`src/rtl/ndsf_pkg.sv`:
```
// Shared types and constants for the near-duplicate string filter.
package ndsf_pkg;

	localparam int ENTRIES   = 16;
	localparam int MAX_CHARS = 32;

	localparam int CHAR_W = 8;
	localparam int THR_W  = 7;
	localparam int IDX_W  = (ENTRIES > 1) ? $clog2(ENTRIES) : 1;
	localparam int CNT_W  = $clog2(ENTRIES + 1);
	localparam int POS_W  = $clog2(MAX_CHARS);
	localparam int LEN_W  = $clog2(MAX_CHARS + 1);
	localparam int PROD_W = LEN_W + THR_W;

	localparam logic [THR_W-1:0] THR_RESET = THR_W'(20);
	localparam logic [THR_W-1:0] PERCENT   = THR_W'(100);

	typedef enum logic [1:0] {
		STAT_ADMITTED = 2'd0,
		STAT_SIMILAR  = 2'd1,
		STAT_FULL     = 2'd2,
		STAT_TOO_LONG = 2'd3
	} status_t;

	typedef enum logic [1:0] {
		FSM_CHAR,
		FSM_SCAN,
		FSM_DONE
	} fsm_t;

	// broadcast from the top level to every cell
	typedef struct packed {
		logic              chr_en;
		logic [CHAR_W-1:0] chr;
		logic [POS_W-1:0]  pos;
		logic              clear;
		logic              commit;
		logic [LEN_W-1:0]  cand_len;
		logic [THR_W-1:0]  thr;
		logic [CNT_W-1:0]  entry_count;
	} cell_ctrl_t;

	// verdict token walking down the chain
	typedef struct packed {
		logic             active;
		logic             found;
		logic [IDX_W-1:0] index;
	} scan_t;

endpackage

```
`src/rtl/ndsf_cell.sv`:
```
// One table entry: stored row, length, difference counter and one scan step.
module ndsf_cell (
	input  logic                         clk,
	input  logic                         arst_n,
	input  ndsf_pkg::cell_ctrl_t         ctrl,
	input  logic [ndsf_pkg::IDX_W-1:0]   my_idx,
	input  ndsf_pkg::scan_t              scan_in,
	output ndsf_pkg::scan_t              scan_out
);
	import ndsf_pkg::*;

	logic [CHAR_W-1:0] row_q [MAX_CHARS];
	logic [LEN_W-1:0]  len_q;
	logic [LEN_W-1:0]  diff_q;
	scan_t             scan_q;

	logic              occupied;
	logic              wr_row;
	logic              mismatch;
	logic [LEN_W-1:0]  shorter;
	logic [PROD_W-1:0] lhs;
	logic [PROD_W-1:0] rhs;
	logic              fail;

	assign occupied = CNT_W'(my_idx) < ctrl.entry_count;
	assign wr_row   = CNT_W'(my_idx) == ctrl.entry_count;
	assign mismatch = (LEN_W'(ctrl.pos) < len_q) && (row_q[ctrl.pos] != ctrl.chr);

	assign shorter = (ctrl.cand_len < len_q) ? ctrl.cand_len : len_q;
	assign lhs     = PROD_W'(diff_q) * PROD_W'(PERCENT);
	assign rhs     = PROD_W'(ctrl.thr) * PROD_W'(shorter);
	assign fail    = occupied && !(lhs > rhs);

	always_ff @(posedge clk) begin
		if (ctrl.chr_en && wr_row) begin
			row_q[ctrl.pos] <= ctrl.chr;
		end
		if (ctrl.commit && wr_row) begin
			len_q <= ctrl.cand_len;
		end
	end

	always_ff @(posedge clk or negedge arst_n) begin
		if (!arst_n) begin
			diff_q <= '0;
		end else if (ctrl.clear) begin
			diff_q <= '0;
		end else if (ctrl.chr_en && occupied && mismatch) begin
			diff_q <= LEN_W'(diff_q + 1'b1);
		end
	end

	// first failing entry along the chain wins
	always_ff @(posedge clk or negedge arst_n) begin
		if (!arst_n) begin
			scan_q <= '0;
		end else begin
			scan_q.active <= scan_in.active;
			scan_q.found  <= scan_in.found || (scan_in.active && fail);
			scan_q.index  <= scan_in.found ? scan_in.index : my_idx;
		end
	end

	assign scan_out = scan_q;

endmodule

```
`config.mk`:
```
export PLATFORM = sky130hd
export DESIGN_NAME = ndsf_cell
export DESIGN_NICKNAME = d
export VERILOG_FILES = /design/src/rtl/ndsf_pkg.sv /design/src/rtl/ndsf_cell.sv
export SDC_FILE = /design/constraint.sdc
export NUM_CORES = 1
export LEC_CHECK = 0
export BUFFER_PORTS_ARGS = -buffer_cell sky130_fd_sc_hd__buf_2
export CAP_MARGIN = 20
export CORE_MARGIN = 2
export CORE_UTILIZATION = 64
export CTS_CLUSTER_DIAMETER = 30
export DETAILED_ROUTE_END_ITERATION = 7
export PLACE_DENSITY = 0.82
export SKIP_CTS_REPAIR_TIMING = 1
export SLEW_MARGIN = 0
export SYNTH_ARGS = -nofsm -noshare
export SYNTH_HDL_FRONTEND = slang
export SYNTH_SLANG_ARGS = --single-unit
```
`constraint.sdc`:
```
create_clock -name clk -period 11.21 [get_ports clk]
set_input_delay 1.6815 -clock clk [delete_from_list [all_inputs] [get_ports clk]]
set_output_delay 1.6815 -clock clk [all_outputs]
set_load 0.005 [all_outputs]
```
==> results of run 1 <==
## flip-flops by register name, summed over array words and instances, names as in the netlist
signal and count:
len_q 6, row_q 256, scan_out 6, diff_q 6
## cells in the mapped netlist, types with 2 or more instances
cell	count
a21o_1	12
a21oi_1	29
and2_1	19
and3_1	8
buf_2	20
buf_4	2
buf_6	7
clkbuf_1	6
dfrtp_1	12
edfxtp_1	262
fa_1	22
ha_1	67
inv_1	60
mux2_2	7
mux2i_1	130
nand2_1	19
nand2b_1	5
nand3_1	2
nand3b_1	2
nand4_1	6
nand4b_1	4
nand4b_2	2
nand4bb_1	5
nor2_1	38
nor2b_1	16
nor3_1	7
nor4_1	21
o211ai_1	2
o21ai_0	6
o21bai_1	6
o22ai_1	63
o31ai_1	3
or3_1	3
or3b_2	3
or4_1	3
or4b_1	3
xnor2_1	9
xor2_1	4
## routing by layer
metal	up-vias	track usage (%)	share of wire, %
met5	-	0	0
met4	0	7.57	2.2
met3	60	7.87	9.3
met2	386	44.8	47
met1	4026	38.6	41
li1	3648	-	-
## worst reg2reg max path: stages (launching register included)
cell and delay, ps:
edfxtp_1 400, inv_1 110, ha_1 230, a21o_1 160, a21o_1 170, a21o_1 180, a21o_1 190, a21oi_1 460
mux2i_1 580, nor2b_1 140, fa_1 560, inv_1 50, fa_1 460, fa_1 550, inv_1 40, ha_1 330
a21oi_1 220, o21bai_1 100, a21oi_1 220, o21bai_1 100, a21oi_1 270, nor4bb_1 90, a211oi_1 210, ha_1 180
nand4_1 130, or2_2 330, a2111o_1 340, o211ai_1 90
## power by group through the flow
stage | Sequential [µW] | Clock (µW) | Combinational (µW)
finish | 1130 | 1470 | 298
global route | 1130 | 1520 | 337
CTS | 1130 | 1480 | 298
detailed placement | 1150 | 0 | 293
global placement | 1150 | 0 | 283
floorplan | 1150 | 0 | 212
## how the worst max path moves through the flow
stage,from,to,cells after the start
2_1_floorplan,ctrl[13],scan_out[4],26
3_3_place_gp,ctrl[13],scan_out[4],27
3_5_place_dp,ctrl[13],scan_out[4],27
4_1_cts,ctrl[13],scan_out[4],27
5_1_grt,ctrl[13],scan_out[4],27
6_report,ctrl[13],scan_out[4],27
## final cells by class
| cell class | count | area (µm²) |
|---|---|---|
| clock inverter | 38 | 503 |
| timing repair buffer | 56 | 297 |
| tap | 270 | 338 |
| fill | 1189 | 4930 |
| sequential | 274 | 8170 |
| multi-input combinational | 541 | 4620 |
| clock buffer | 46 | 1150 |
| inverter | 60 | 225 |
## through the flow
step,hold WS [ps],instances,power (µW)
6_report,632,1285,2900
5_1_grt,662,1285,2990
4_1_cts,622,1283,2900
3_5_place_dp,622,1199,1440
3_3_place_gp,603,1199,1430
2_1_floorplan,563,912,1360
## logic make-up after synthesis
family | synth area share (%)
buffers and inverters | 3.40
xor gates and xnor gates | 0.860
and+or+nand+nor | 7.71
AOI/OAI and AO/OA | 6.14
DFF | 61.7
adders and majority gates | 9.66
muxes | 10.5
==> metrics.md, run 1 <==
| Metric | Value |
|---|---|
| Sequential fraction of design power | `38.9%` |
| GRT overflow | `0` |
| Mean Syn Cell Area | `14.5 µm²` |
| GPL Wtd Cong | `0.890` |
| Main flop type after synthesis | `edfxtp_1` |
| Core area | `20,200 µm²` |
| Critical path data arrival time | `8250 ps` |
| Hold Crit Class | `reg -> reg` |
| Period utilisation layout | `69.6%` |
| Core Rows | `52` |
| Clk_lat worst skew | `560 ps` |
| Port Buf Inserts | `51` |
| Die footprint | `21,800 µm²` |
| Layout cells sized above 1 | `15.3%` |
| Switch share | `24.6%` |
| Hold path startpoint | `diff_q[3]` |
| Vias per std cell | `6.32` |
| Int Power | `2180 µW` |
| WP buf/inv | `3` |
| TNS Setup | `0 ps` |
| Max Transition Viols Final | `0` |
| Total Wirelength | `30.1 mm` |
| RR Startpoint | `len_q[1]` |
| Synthesis warning total | `0` |
| Clock Path Buffers | `3` |
| Most frequent cells in the layout | `edfxtp_1, mux2i_1, ha_1` |
| FF+latch count, synth | `274` |
| EDFF count, synth | `262` |
| Most common cell after layout, fill and taps aside | `edfxtp_1` |
| CTS tree | `built` |
| Placed Area | `13,600 µm²` |
| Die height | `148 µm` |
| RSZ-0062 raised after global routing | `false` |
| Starting Density | `65.4%` |
| Area leader, netlist | `edfxtp_1` |
| Critical R2R Capture | `scan_out[4]` |
| Sw power | `712 µW` |
| Crit-path max FO | `7` |
| Crit path kind | `in -> reg` |
| Largest net degree at the start of global routing | `81` |
| Num ports | `52` |
| Slowest cell on crit path | `mux2i_1` |
| Worst Hold End | `diff_q[3]` |
| Pre-antenna DRT Iters | `5` |
| Initial antenna violation count | `0` |
| Fraction of registers with async set/reset | `4.38%` |
| Clock slew at reported path FFs | `50 ps` |
| DRC viols | `0` |
| DP Worst Slack | `2930 ps` |
| Max_cap viols | `0` |
| Instance count of the mapped netlist | `912` |
| Worst-Margin Slew | `1010 ps` |
| Clk pwr share | `50.8%` |
| Final Hold Violating Endpoints | `0` |
| Sequential share of the synthesized area | `61.7%` |
| Routed via count | `8,120` |
| Pwr/cell area | `189 nW/µm²` |
| Cell area after synthesis | `13,200 µm²` |
| Min cycle time layout | `7800 ps` |
| Worst setup margin | `3410 ps` |
| First-pass GRT wire length | `45.8 mm` |
| CP endpoint kind | `register` |
| R2R setup slack | `4230 ps` |
| Worst reg-to-reg path cell count | `27` |
| Util after Layout | `75.6%` |
| Critical path's top delay family | `compound AO/OA/AOI/OAI gates` |
| Leakage | `0.00605 µW` |
| Drt wl/cell | `23.5 µm` |
| Vias in the first global route | `8,152` |
| GRT Overall Usage | `28.1%` |
| # diodes | `0` |
| CTS sink count | `274` |
| Max-slew headroom | `32.4%` |
| Total CTS buffers | `46` |
| Outcome | `completed` |
| Fmax | `0.128 GHz` |
| Post-synth top area share | `59.4%` |
| IR drop worst, VDD | `0.179 mV` |
| Worst Skew | `23.0 ps` |
| Startpoint Class | `input pin` |
| Area Growth Syn to Fin | `15.6%` |
| Clk root buf | `clkbuf_16` |
| Setup-failing EPs final | `0` |
| Critical Path RT | `11,660 ps` |
| Htree depth | `2` |
| Hold path depth | `2` |
| CP max stage delay | `580 ps` |
| Post-synth net total | `1,047` |
| Starting DRC count in detailed routing | `1,007` |
| Area contributors post-synth | `edfxtp_1, mux2i_1, ha_1` |
| Routed Antenna Nets | `0` |
| Final instance area | `15,300 µm²` |
| Die X | `148 µm` |
| Library cells used by synthesis | `55` |
| Final #Nets | `1,114` |
| Power share of the combinational group | `10.3%` |
| HPWL Detailed | `19.0 mm` |
Note: power is estimated with default switching activity, not from simulation.
==> run 2, diff against run 1 <==
Settings changed: CORE_UTILIZATION 64 to 56, PLACE_DENSITY 0.82 to 0.76.
Clock period 11.21 ns to 7.05 ns, I/O delays scaled along.
==> run 2 against run 1 <==
Critical path depth increased by 1. Clock-buffer cell count is 6 higher. Die area grew 14%. Sequential power rose by 58%. Worst setup slack got worse by 2900 ps. Routed wire length shrank 0.67%. Worst hold slack got worse by 230 ps. Combinational power up 67%. Final area is 0.78% higher. Utilization shrank 9.5 points. Register-to-register slack worse by 3600 ps.
==> metrics.md, run 2 (synthesis gave the netlist of run 1 again) <==
| Metric | Value |
|---|---|
| Vias per std cell | `5.96 (-5.7%)` |
| Num ports | `52 (unchanged)` |
| HPWL Detailed | `19.3 mm (+1.6%)` |
| Largest net degree at the start of global routing | `69 (-15%)` |
| Total CTS buffers | `47 (+2.2%)` |
| Drt wl/cell | `22.2 µm (-5.4%)` |
| Port Buf Inserts | `51 (unchanged)` |
| Max_cap viols | `0 (unchanged)` |
| Area Growth Syn to Fin | `16.5%` |
| First-pass GRT wire length | `45.4 mm (-1.0%)` |
| RSZ-0062 raised after global routing | `false` |
| Layout cells sized above 1 | `16.0% (+0.75 points)` |
| IR drop worst, VDD | `0.186 mV (+3.9%)` |
| Starting Density | `56.7% (-8.7 points)` |
| R2R setup slack | `660 ps (-3570 ps)` |
| Vias in the first global route | `7,976 (-2.2%)` |
| Final #Nets | `1,129 (+1.3%)` |
| Clock slew at reported path FFs | `50 ps (about the same)` |
| GRT overflow | `0 (unchanged)` |
| Max reg flops | `256 (unchanged)` |
| Die X | `158 µm (+6.7%)` |
| Placed Area | `13,800 µm² (+1.3%)` |
| Starting DRC count in detailed routing | `793 (-21%)` |
| Period utilisation layout | `93.4%` |
| CTS sink count | `274 (unchanged)` |
| GRT Overall Usage | `24.6% (-3.4 points)` |
| Routed via count | `8,042 (-0.96%)` |
| Pwr/cell area | `295 nW/µm² (+56%)` |
| Crit path kind | `in -> reg` |
| Initial antenna violation count | `0 (unchanged)` |
| Fmax | `0.152 GHz` |
| Hold Crit Class | `in -> async` |
| Setup-failing EPs final | `0 (unchanged)` |
| Number of fillers in the final layout | `1,630 (+37%)` |
| Area occupied by multi-input gates | `4620 µm² (about the same)` |
| Htree depth | `2 (unchanged)` |
| Most common cell after layout, fill and taps aside | `edfxtp_1` |
| Leakage | `0.00609 µW (+0.60%)` |
| Most frequent cells in the layout | `edfxtp_1, mux2i_1, ha_1` |
| CP endpoint kind | `register` |
| Register area | `8170 µm² (unchanged)` |
| Clk_lat worst skew | `550 ps (about the same)` |
| # diodes | `0 (unchanged)` |
| Critical Path RT | `7500 ps (-4160 ps)` |
| Startpoint Class | `input pin` |
| Pre-antenna DRT Iters | `6 (+1)` |
| Routed Antenna Nets | `0 (unchanged)` |
| Worst-Margin Slew | `920 ps (-89.9 ps)` |
| CTS tree | `built` |
| Clock Path Buffers | `3 (unchanged)` |
| DRC viols | `0 (unchanged)` |
| Util after Layout | `66.1% (-9.5 points)` |
| Die footprint | `24,900 µm² (+14%)` |
| Core area | `23,300 µm² (+15%)` |
| Max-slew headroom | `38.4% (+6.0 points)` |
| Biggest register | `row_q` |
| Max Transition Viols Final | `0 (unchanged)` |
| Core Rows | `56 (+7.7%)` |
| Outcome | `completed` |
| Min cycle time layout | `6580 ps` |
| Total Wirelength | `29.9 mm (-0.67%)` |
| Final Hold Violating Endpoints | `0 (unchanged)` |
| GPL Wtd Cong | `0.954 (+7.2%)` |
| Worst Skew | `16.0 ps (-7.02 ps)` |
| Final instance area | `15,400 µm² (+0.78%)` |
| Die height | `158 µm (+6.7%)` |
| Clk root buf | `clkbuf_16` |
| Critical path data arrival time | `7040 ps (-1210 ps)` |
| Crit-path max FO | `5 (-2)` |
==> run 2: cell count changes in the layout (fill, tap and decap cells not counted), sizes merged <==
cell | previous run | this run
clkbuf | 48 | 52
inv | 73 | 67
bufinv | 7 | 5
clkinv | 13 | 14
clkinvlp | 5 | 7
buf | 54 | 70
==> run 2: routing by layer <==
| metal | global-route usage, % | vias to the layer above | routed length (µm) | share of wire [%] |
|---|---|---|---|---|
| li1 | - | 3665 | - | - |
| met1 | 34.7 | 3900 | 12600 | 42 |
| met4 | 9.70 | 0 | 994 | 3.3 |
| met3 | 5.26 | 65 | 2660 | 8.9 |
| met5 | 0 | - | 0 | 0 |
| met2 | 37.7 | 412 | 13700 | 46 |
==> run 2: final timing paths <==
kind | from | endpoint | cells after the start
worst max-delay path | ctrl[13] | scan_out[4] | 28
worst min-delay path | arst_n | diff_q[0] | 1
worst max register to register | len_q[1] | scan_out[4] | 28
worst min register to register | diff_q[5] | diff_q[5] | 2
max in group asynchronous | arst_n | diff_q[4] | 1
min in group clk | diff_q[5] | diff_q[5] | 2
==> run 2: cell type report <==
cell class,count,area share [%]
Sequential cell,274,53.0
Multi-Input combinational cell,541,30.0
Clock buffer,52,7.89
Timing Repair Buffer,70,2.64
Tap cell,319,2.59
Clock inverter,33,2.48
Inverter,60,1.46
==> run 2: through the flow <==
| stage | hold WS [ps] | std cells | TNS [ps] | worst slack (ps) | power (µW) |
|---|---|---|---|---|---|
| 2_1_floorplan | 563 | 912 | 0 | 119 | 2160 |
| 3_3_place_gp | 615 | 1260 | 0 | 68.0 | 2310 |
| 3_5_place_dp | 618 | 1262 | -116 | -116 | 2320 |
| 4_1_cts | 392 | 1347 | 0 | 428 | 4570 |
| 5_1_grt | 402 | 1349 | 0 | 15.0 | 4710 |
| 6_report | 399 | 1349 | 0 | 466 | 4540 |
==> run 2: power by group <==
group	total, µW	internal (µW)	switching, µW
logic	498	214	283
clock network	2250	1450	805
registers	1790	1790	3.54
total	4540	3450	1090
==> run 2: worst max-delay path, cell delays in order <==
cell and delay (ps):
buf_2 110, ha_1 280, a21o_1 160, a21o_1 170, a21o_1 180, a21o_1 190
a21oi_1 140, buf_4 170, mux2_2 360, and2_1 180, fa_1 520, fa_1 540
inv_1 50, fa_1 530, inv_1 40, ha_1 260, inv_1 50, o21bai_1 130
a21oi_1 90, o21bai_1 120, a21oi_1 120, nor4bb_1 290, a211oi_1 80, ha_1 310
nand4_1 120, or2_2 320, a2111o_1 360, o211ai_1 90
==> run 3, diff against run 2 <==
Settings changed: CELL_PAD_IN_SITES_DETAIL_PLACEMENT from default to 1, CELL_PAD_IN_SITES_GLOBAL_PLACEMENT from default to 1, CORE_UTILIZATION 56 to 47, PLACE_DENSITY 0.76 to default, PLACE_DENSITY_LB_ADDON from default to 0.1.
==> run 3 against run 2 <==
Clock skew rose by 6.5 ps. Die area rose by 19%. Critical path type unchanged. Flip-flop and latch count did not move.
==> metrics.md, run 3 (synthesis gave the netlist of run 1 again) <==
| Metric | Value |
|---|---|
| Crit path kind | `in -> reg` |
| Layout cells sized above 1 | `17.6% (+1.6 points)` |
| Routed Antenna Nets | `0 (unchanged)` |
| Pwr/cell area | `309 nW/µm² (+5.0%)` |
| Setup-failing EPs final | `0 (unchanged)` |
| Critical path data arrival time | `7080 ps (+40 ps)` |
| CP max stage delay | `550 ps (about the same)` |
| Die X | `172 µm (+8.9%)` |
| Core area | `27,800 µm² (+19%)` |
| Worst Skew | `22.4 ps (+6.46 ps)` |
| Placed Area | `14,000 µm² (+1.3%)` |
| Most frequent cells in the layout | `edfxtp_1, mux2i_1, ha_1` |
| Critical Path RT | `7520 ps (+20 ps)` |
| Clock slew at reported path FFs | `50 ps (about the same)` |
| Max-slew headroom | `38.2% (-0.26 points)` |
| GRT Overall Usage | `24.7% (+0.036 points)` |
| Placed instance count | `1,335 (+5.8%)` |
| Htree depth | `2 (unchanged)` |
| GPL Wtd Cong | `0.866 (-9.2%)` |
| Post-route insts no fill | `1,434 (+6.3%)` |
| Hold Crit Class | `in -> async` |
| Outcome | `completed` |
| # diodes | `0 (unchanged)` |
| Min cycle time layout | `6610 ps (+29.3 ps)` |
| Port Buf Inserts | `51 (unchanged)` |
| TNS Setup | `0 ps (unchanged)` |
| Vias in the first global route | `8,714 (+9.3%)` |
| Period utilisation layout | `93.8% (+0.42 points)` |
| Leakage | `0.00627 µW (+3.0%)` |
| Startpoint Class | `input pin` |
| First-pass GRT wire length | `53.0 mm (+17%)` |
| Biggest register | `row_q` |
| Starting Density | `47.6% (-9.1 points)` |
| Clock Path Buffers | `3 (unchanged)` |
| Crit-path max FO | `5 (unchanged)` |
| Vias per std cell | `5.70 (-4.3%)` |
| Worst-Margin Slew | `927 ps (+7.33 ps)` |
| Largest net degree at the start of global routing | `73 (+5.8%)` |
| Die height | `172 µm (+8.9%)` |
| Final Hold Violating Endpoints | `0 (unchanged)` |
| Total power | `4900 µW (+7.8%)` |
| Max reg flops | `256 (unchanged)` |
| Most common cell after layout, fill and taps aside | `edfxtp_1` |
| Critical Path Most Common Cell | `a21o_1` |
| Clk root buf | `clkbuf_16` |
| Total Wirelength | `35.2 mm (+17%)` |
| Max_cap viols | `0 (unchanged)` |
| Core Rows | `61 (+8.9%)` |
| Slowest cell on crit path | `fa_1` |
| CP endpoint kind | `register` |
| Die footprint | `29,500 µm² (+19%)` |
| Area Growth Syn to Fin | `19.6%` |
| Clk_lat worst skew | `560 ps (about the same)` |
| Drt wl/cell | `24.5 µm (+11%)` |
| Initial antenna violation count | `0 (unchanged)` |
| Routed via count | `8,177 (+1.7%)` |
| HPWL Detailed | `23.1 mm (+20%)` |
| Final instance area | `15,800 µm² (+2.7%)` |
| Total CTS buffers | `53 (+13%)` |
| Pre-antenna DRT Iters | `5 (-1)` |
| Final #Nets | `1,147 (+1.6%)` |
| Num ports | `52 (unchanged)` |
| Starting DRC count in detailed routing | `569 (-28%)` |
| CTS tree | `built` |
| GRT overflow | `0 (unchanged)` |
| IR drop worst, VDD | `0.260 mV (+39%)` |
| CTS sink count | `274 (unchanged)` |
| RSZ-0062 raised after global routing | `false` |
| DRC viols | `0 (unchanged)` |
| Max Transition Viols Final | `0 (unchanged)` |
| Fmax | `0.151 GHz (-0.44%)` |
==> run 3: per-layer routing <==
layer	global-route usage, %	routed length [µm]
met5	0	0
met4	11.0	1430
met3	4.35	1640
met2	42.6	17800
met1	30.3	14300
==> run 3: cell type report <==
cell class,count,area (µm²)
fill,2718,12000
sequential,274,8170
multi-input combinational,541,4630
tap,378,473
clock inverter,42,488
clock buffer,57,1340
inverter,60,225
timing repair buffer,82,507
==> run 3: worst paths after layout <==
path | start | depth (start not counted) | slack, ps | end
max | ctrl[13] | 29 | 440 | scan_out[4]
min in group clk | diff_q[5] | 2 | 620 | diff_q[5]
max reg2reg | len_q[1] | 29 | 610 | scan_out[4]
min | arst_n | 1 | 390 | diff_q[3]
max in group asynchronous | arst_n | 1 | 6440 | diff_q[5]
min reg2reg | diff_q[5] | 2 | 620 | diff_q[5]
==> run 3: worst max-delay path, delay by kind of cell <==
family          cells  cell delay [ps]
mux                 1              370
fa+ha+maj           6             2440
xor+xnor            1               90
buf+inv             5              450
compound gates     11             1820
simple gates        5              860
==> run 3: stage by stage <==
stage	hold WS, ps	setup slack [ps]	util [%]
after floorplan	563	119	-
after global placement	602	-55.4	50.4
after detailed placement	608	-203	50.4
after CTS	382	320	56.9
after global routing	389	22.3	57.0
final	386	437	57.0
==> run 3: power by group <==
part	internal [µW]	switching, µW	leakage [µW]
Sequential	1790	3.36	0.00251
Clock	1710	843	0.000892
Combinational	241	309	0.00287
Total	3740	1160	0.00627
